[src/rtl/rci_sqrt.sv]
module rci_sqrt #(
    parameter int RES_BITS  = 32,
    parameter int SIDE_BITS = 1
) (
    input  logic                    clk,
    input  logic                    rst_n,
    input  logic                    in_valid,
    input  logic [2*RES_BITS-1:0]   in_rad,
    input  logic [SIDE_BITS-1:0]    in_side,
    output logic                    out_valid,
    output logic [RES_BITS-1:0]     out_root,
    output logic [SIDE_BITS-1:0]    out_side
);

    localparam int RB = RES_BITS;
    localparam int RW = RES_BITS + 2;

    logic [RW-1:0]        rem_reg  [RB];
    logic [RB-1:0]        root_reg [RB];
    logic [2*RB-1:0]      rad_reg  [RB];
    logic [SIDE_BITS-1:0] side_reg [RB];
    logic                 vld_reg  [RB];

    // One result bit per stage, two radicand bits consumed per stage.
    for (genvar k = 0; k < RB; k++) begin : g_stage
        logic [RW-1:0]        rem_in;
        logic [RB-1:0]        root_in;
        logic [2*RB-1:0]      rad_in;
        logic [SIDE_BITS-1:0] side_in;
        logic                 v_in;
        logic [RW-1:0]        rem_sh;
        logic [RW-1:0]        trial;

        if (k == 0) begin : g_first
            assign rem_in  = '0;
            assign root_in = '0;
            assign rad_in  = in_rad;
            assign side_in = in_side;
            assign v_in    = in_valid;
        end else begin : g_next
            assign rem_in  = rem_reg[k-1];
            assign root_in = root_reg[k-1];
            assign rad_in  = rad_reg[k-1];
            assign side_in = side_reg[k-1];
            assign v_in    = vld_reg[k-1];
        end

        assign rem_sh = {rem_in[RB-1:0], rad_in[2*RB-1 -: 2]};
        assign trial  = {root_in, 2'b01};

        always_ff @(posedge clk or negedge rst_n)
        begin
            if (!rst_n)
            begin
                vld_reg[k] <= 1'b0;
            end
            else
            begin
                vld_reg[k] <= v_in;
            end
        end

        always_ff @(posedge clk)
        begin
            if (rem_sh >= trial)
            begin
                rem_reg[k]  <= rem_sh - trial;
                root_reg[k] <= {root_in[RB-2:0], 1'b1};
            end
            else
            begin
                rem_reg[k]  <= rem_sh;
                root_reg[k] <= {root_in[RB-2:0], 1'b0};
            end
            rad_reg[k]  <= rad_in << 2;
            side_reg[k] <= side_in;
        end
    end

    assign out_valid = vld_reg[RB-1];
    assign out_root  = root_reg[RB-1];
    assign out_side  = side_reg[RB-1];

endmodule

[config.mk]
export PLATFORM = sky130hd
export DESIGN_NAME = rci_sqrt
export DESIGN_NICKNAME = d
export VERILOG_FILES = /design/src/rtl/rci_sqrt.sv
export SDC_FILE = /design/constraint.sdc
export NUM_CORES = 2
export LEC_CHECK = 0
export CAP_MARGIN = 10
export CORE_MARGIN = 3
export CORE_UTILIZATION = 55
export DETAILED_ROUTE_END_ITERATION = 12
export DONT_BUFFER_PORTS = 1
export PLACE_DENSITY = 0.7
export RECOVER_POWER = 100
export SKIP_LAST_GASP = 1
export SLEW_MARGIN = 40
export SYNTH_ARGS = -nofsm -noshare
export SYNTH_HDL_FRONTEND = slang
export SYNTH_MEMORY_MAX_BITS = 65536
export SYNTH_SLANG_ARGS = --single-unit
[constraint.sdc]
create_clock -name clk -period 5.8 [get_ports clk]
set_input_delay 0 -clock clk [delete_from_list [all_inputs] [get_ports clk]]
set_output_delay 0 -clock clk [all_outputs]
set_load 0.005 [all_outputs]
# Yosys cells after proc, flatten, opt, wreduce, memory -nomap -nowiden
# Memories as Yosys holds them, arrays and structs flattened.
# Index checks and enable logic that the tools add are counted.
dict set report classes {
  n_addsub 32
  mul 0
  n_div 0
  n_lt_le_gt_ge 32
  eq_ne 0
  shifts 0
  muxes 160
  bitwise_logic 64
  n_reduce_logical 0
}
# op n
set ops {}
lappend ops {{2-to-1 mux 34 bit} 32}
lappend ops {{>= comparator 34 bit} 31}
lappend ops {{subtractor 34 bit} 31}
lappend ops {{2-to-1 mux 32 bit} 32}
lappend ops {{2-to-1 mux 1 bit} 96}
lappend ops {{bitwise OR 1 bit} 64}
lappend ops {{subtractor 2 x 1 -> 3 bit, second input constant} 1}
lappend ops {{>= comparator 2 x 1 -> 1 bit, second input constant} 1}
dict set report totals {
  ff_bits 32
  latch_bits 0
  ram_bits 4128
  mem_bits_ro 0
  in_bits 68
  output_inout_bits 34
  n_memories 4
}
# memory depth word_bits read_ports rd_clocked_by_memory_dff wr line_no
set mem_list {}
lappend mem_list {rad_reg 32 62 31 0 32 20} ;# logic [2*RB-1:0] rad_reg [RB];
lappend mem_list {rem_reg 32 34 31 0 32 18} ;# logic [RW-1:0] rem_reg [RB];
lappend mem_list {root_reg 32 32 32 0 32 19} ;# logic [RB-1:0] root_reg [RB];
lappend mem_list {side_reg 32 1 32 0 32 21} ;# logic [SIDE_BITS-1:0] side_reg [RB];

# Longest topological paths before layout
# An unclocked memory read counts as a cell.
dict set report logic_depth {
  word_depth 5
  ltp_mapped 14
  mapped_depth_nobuf 12
}

# Least setup slack after synthesis
# No wires, ideal clock.
dict set report synth_timing {
  path_kind {flip-flop to flip-flop}
  start {mem root_reg[1][384] in the netlist's numbering}
  end {mem rem_reg[7][57] in the netlist's numbering}
  setup_time_ps 121
  arrival_ps 2943
  t_required_ps 5679
  slack_ps 2736
  path_stages_with_launch 14
  path_buffers 2
  synth_period_minus_slack_ps 3064
  path_cell_list {dfxtp_1 -> inv_1 -> ha_1 -> nor2b_1 -> o31a_1 -> o221a_2 -> o21ai_0 -> a211oi_1 -> o211ai_1 -> a21o_1 -> and3_1 -> clkbuf_1 -> buf_2 -> mux2_2}
}
# item line_no
set synth_lines {}
lappend synth_lines {{start, declared} 19}
lappend synth_lines {{end, declared} 18}

==> parameters.txt <==
Parameter                              Value

Worst setup path
  Crit path max fanout    50
  Startpoint of the worst register-to-register path    root_reg[1][320]
  Max stage delay on crit path    1630 ps
  Reg2reg setup slack    roughly 970 ps
  Buffering stage count on the worst path with inverters included    2
  Kind of cell adding the most delay to the critical path    compound AO/OA/AOI/OAI gates
  WP data arrival    roughly 5600 ps
  Number of cells on the worst reg-to-reg path    11
  Crit path cell chain    inv_1 -> ha_1 -> nor2b_1 -> o31a_1 -> o31ai_1 -> a41oi_1 -> a211oi_1 -> a21oi_4 -> clkbuf_1 -> o21ai_0 -> o21a_1
  Startpoint type of the worst setup path    flip-flop
  Class of the most critical setup path    flip-flop to flip-flop
  Critical path data required time    around 6500 ps
  Master of the slowest instance on the critical path    sky130_fd_sc_hd__clkbuf_1
  Critical R2R Capture    rem_reg[6][105]
  Type of destination of the critical path    flip-flop

Cells and area
  Final-layout fill cell count    between 10,000 and 15,000
  Final layout net count    9,679
  Multi-input gate area    between 30,000 and 40,000 um2
  Number of flip-flops in the largest register    about 1,000
  Share of layout cells above drive strength 1    0.0613
  Reg area    50,800 um2
  Growth of design area from synthesis to finish    13.0%

Drt
  Via count of the routed design    a little over 60,000
  Initial drt markers    roughly 4,100
  Wire length per cell    roughly 16 um
  Total routed wirelength    approximately 180,000 um
  Drt first pass iters    5
  Vias per cell    approximately 5.3
  Remaining DRCs    0
  Remaining antenna violation count    0

Timing
  Skew final    ~68 ps
  Slew Limit Fails    225
  Final Hold Fails    0
  Worst Slack Setup Final    just under 1000 ps
  Achievable Freq    207 MHz
  Normalized max-slew margin    -0.509
  Total negative slack    0 ps
  Slew of the pin with the lowest slew margin    2260 ps
  Post-route fraction of the period consumed by the critical path    0.833
  Final worst path period need    ~4800 ps
  Unrepaired setup endpoints after global routing    false
  # setup viols final    0

Clock network
  Buffers inserted by post-CTS timing repair    0
  Hold buffers post-CTS    138
  Clock sink total    ~2,500
  H-tree depth    4
  Clock transition at the register clock pins on the worst setup and hold paths after CTS    roughly 60 ps
  Clock latency on the worst-skew pair    around 900 ps
  Clk Tree Root Cell    sky130_fd_sc_hd__clkbuf_16
  CTS tree    done
  Num CTS Buffers    235
  # resized after CTS    0
  Max clock buf depth    3

Placement
  Final RePlAce weighted congestion    between 0.9 and 1
  Number of port buffers    0
  Pre-CTS setup slack    roughly 1900 ps
  Half-perimeter wire length after placement    around 140,000 um

Power
  Largest voltage drop on the vdd net    0.361 mV
  Total Power Consumption    approximately 46 mW
  Part of the total power dissipated in the clock network    0.342
  Internal power    between 30 and 40 mW
  Part of the power in combinational logic    0.175
  Leak Pwr    a little under 50 nW
  Switching power summed over all nets    ~13 mW
  Power density over cell area    roughly 450 nW/um2
  Share of total power in sequential cells    0.484
  Fraction of power spent switching nets    0.282

Synth
  Unique cell type count in the Yosys netlist    100
  Synthesized cell area    about 91,000 um2
  Post-synthesis register bit count    ~2,500
  Syn_area_per_cell    roughly 10 um2
  Post-synthesis cell type with the largest combined area    sky130_fd_sc_hd__dfxtp_1
  Instance count of the mapped netlist    slightly below 9,000
  Number of enable-type register cells in the synthesized netlist    0
  Synthesized net count    approximately 9,400
  Sequential fraction of the synthesis area    0.557
  Share of synthesized registers carrying an async set or reset    0.0127
  Number of warnings issued by yosys    0
  Ys flop type    sky130_fd_sc_hd__dfxtp_1
  Largest cells by area after synthesis    sky130_fd_sc_hd__dfxtp_1 (55%), sky130_fd_sc_hd__ha_1 (7.7%), sky130_fd_sc_hd__xnor2_1 (4.1%)
  Top cell type's share of synthesized area    0.548

Hold path
  Destination of the worst hold path    rad_reg[0][37]
  Hold path cells    2
  Hold path startpoint    in_rad[37]
  Class of the most critical hold timing path    input pin to flip-flop

Global route
  Global Route Usage Sum    0.216
  First-pass GRT wire length    about 300,000 um
  Via count of the first global-routing pass    60,400
  Largest net degree at the start of global routing    58
  Initial antenna violation count    0
  Remaining global-route overflow    0

Status
  Violated checks    capacitance limit, slew limit
  Run status    finished with violations

Floorplan
  Full die area    between 150,000 and 200,000 um2
  Boundary pin count    between 100 and 150
  Initial Utilization    0.557
  Total number of placement rows    148
  DIE HEIGHT    about 410 um
  Overall die width    413 um
  Core Footprint    ~160,000 um2

Run
  Maximum capacitance violations    7
==> kinds of logic after synthesis <==
| group | synth area share |
|---|---|
| AOI/OAI and AO/OA | 0.121 |
| other | 0.0000411 |
| muxes | 0.0141 |
| adders and majority gates | 0.0770 |
| DFF | 0.557 |
| and+or+nand+nor | 0.120 |
| xor gates and xnor gates | 0.0744 |
| buffers and inverters | 0.0363 |
==> worst register-to-register path, stage by stage, from the launching register on <==
cell and delay [ps]:
sky130_fd_sc_hd__dfxtp_1 330, sky130_fd_sc_hd__inv_1 40, sky130_fd_sc_hd__ha_1 330, sky130_fd_sc_hd__nor2b_1 180, sky130_fd_sc_hd__o31a_1 190, sky130_fd_sc_hd__o31ai_1 120
sky130_fd_sc_hd__a41oi_1 700, sky130_fd_sc_hd__a211oi_1 380, sky130_fd_sc_hd__a21oi_4 220, sky130_fd_sc_hd__clkbuf_1 1630, sky130_fd_sc_hd__o21ai_0 360, sky130_fd_sc_hd__o21a_1 220
==> worst max path at each step <==
stage                     start         endpoint  slack, ps  depth (start not counted)
6_report       root_reg[1][320]  rem_reg[6][105]        970                         11
5_1_grt        root_reg[1][320]  rem_reg[6][105]        770                         11
4_1_cts        root_reg[1][416]   rem_reg[7][78]       1750                         12
3_5_place_dp   root_reg[1][416]   rem_reg[7][78]       1860                         12
3_3_place_gp   root_reg[1][416]   rem_reg[7][78]       1720                         12
2_1_floorplan  root_reg[1][384]   rem_reg[7][57]       2740                         13
==> area by class of cell <==
type,count,area share
diodes,1,0.0000243
clock buffers,337,0.0658
clock inverters,99,0.0144
inverters,709,0.0258
multi-input cells,5410,0.360
flip-flops and latches,2529,0.493
well taps,2175,0.0264
repair buffers,165,0.0145
==> placed cells by master (no fill, tap or decap), types with 94 or more instances in the layout <==
cell type,count
sky130_fd_sc_hd__a21o_1,235
sky130_fd_sc_hd__a21oi_1,530
sky130_fd_sc_hd__clkbuf_16,236
sky130_fd_sc_hd__dfxtp_1,2497
sky130_fd_sc_hd__dlygate4sd3_1,136
sky130_fd_sc_hd__ha_1,561
sky130_fd_sc_hd__inv_1,707
sky130_fd_sc_hd__mux2_2,94
sky130_fd_sc_hd__nand2_1,560
sky130_fd_sc_hd__nand2b_1,104
sky130_fd_sc_hd__nand3_1,150
sky130_fd_sc_hd__nand4_1,106
sky130_fd_sc_hd__nor2_1,529
sky130_fd_sc_hd__nor3_1,203
sky130_fd_sc_hd__o21a_1,100
sky130_fd_sc_hd__o21ai_0,443
sky130_fd_sc_hd__xnor2_1,427
sky130_fd_sc_hd__xor2_1,348
==> cell usage after synthesis, types with 49 or more instances <==
library cell / n
sky130_fd_sc_hd__or3_1: 82
sky130_fd_sc_hd__o21bai_1: 50
sky130_fd_sc_hd__clkbuf_1: 128
sky130_fd_sc_hd__nand4_1: 106
sky130_fd_sc_hd__xnor2_1: 427
sky130_fd_sc_hd__nand2b_1: 104
sky130_fd_sc_hd__o21ai_0: 439
sky130_fd_sc_hd__a21o_1: 235
sky130_fd_sc_hd__inv_1: 704
sky130_fd_sc_hd__and3_1: 50
sky130_fd_sc_hd__nor3_1: 204
sky130_fd_sc_hd__o31ai_1: 62
sky130_fd_sc_hd__a211oi_1: 49
sky130_fd_sc_hd__ha_1: 561
sky130_fd_sc_hd__mux2_2: 101
sky130_fd_sc_hd__nor2b_1: 77
sky130_fd_sc_hd__nor2_1: 528
sky130_fd_sc_hd__nand2_1: 560
sky130_fd_sc_hd__nand3_1: 148
sky130_fd_sc_hd__dfxtp_1: 2497
sky130_fd_sc_hd__o21a_1: 100
sky130_fd_sc_hd__nor4_1: 90
sky130_fd_sc_hd__xor2_1: 348
sky130_fd_sc_hd__a21oi_1: 533
==> power by group through the flow <==
stage	combinational, mW	clock (mW)	sequential, mW
3_3_place_gp	7.80	0	22.8
6_report	8.11	15.9	22.5
2_1_floorplan	6.42	0	22.0
4_1_cts	8.12	16.3	22.5
3_5_place_dp	7.97	0	22.8
5_1_grt	9.13	17.0	22.8
==> per-layer routing <==
layer | share of wire | routed length [um] | global-route usage
met4 | 0.028 | 5240 | 0.0689
met2 | 0.49 | 90200 | 0.378
met3 | 0.044 | 8150 | 0.0328
met5 | 0 | 0 | 0
met1 | 0.44 | 81300 | 0.272
==> stage by stage <==
| stage | hold WS [ps] | std cells | instance area (um2) | util |
|---|---|---|---|---|
| floorplan | -296 | 8807 | 91200 | - |
| global placement | -295 | 10800 | 93600 | 0.572 |
| detailed placement | -295 | 10900 | 93600 | 0.572 |
| CTS | 123 | 11400 | 103000 | 0.631 |
| global route | 172 | 11400 | 103000 | 0.630 |
| finish | 201 | 11400 | 103000 | 0.630 |
Note: power is estimated with default switching activity, not from simulation.
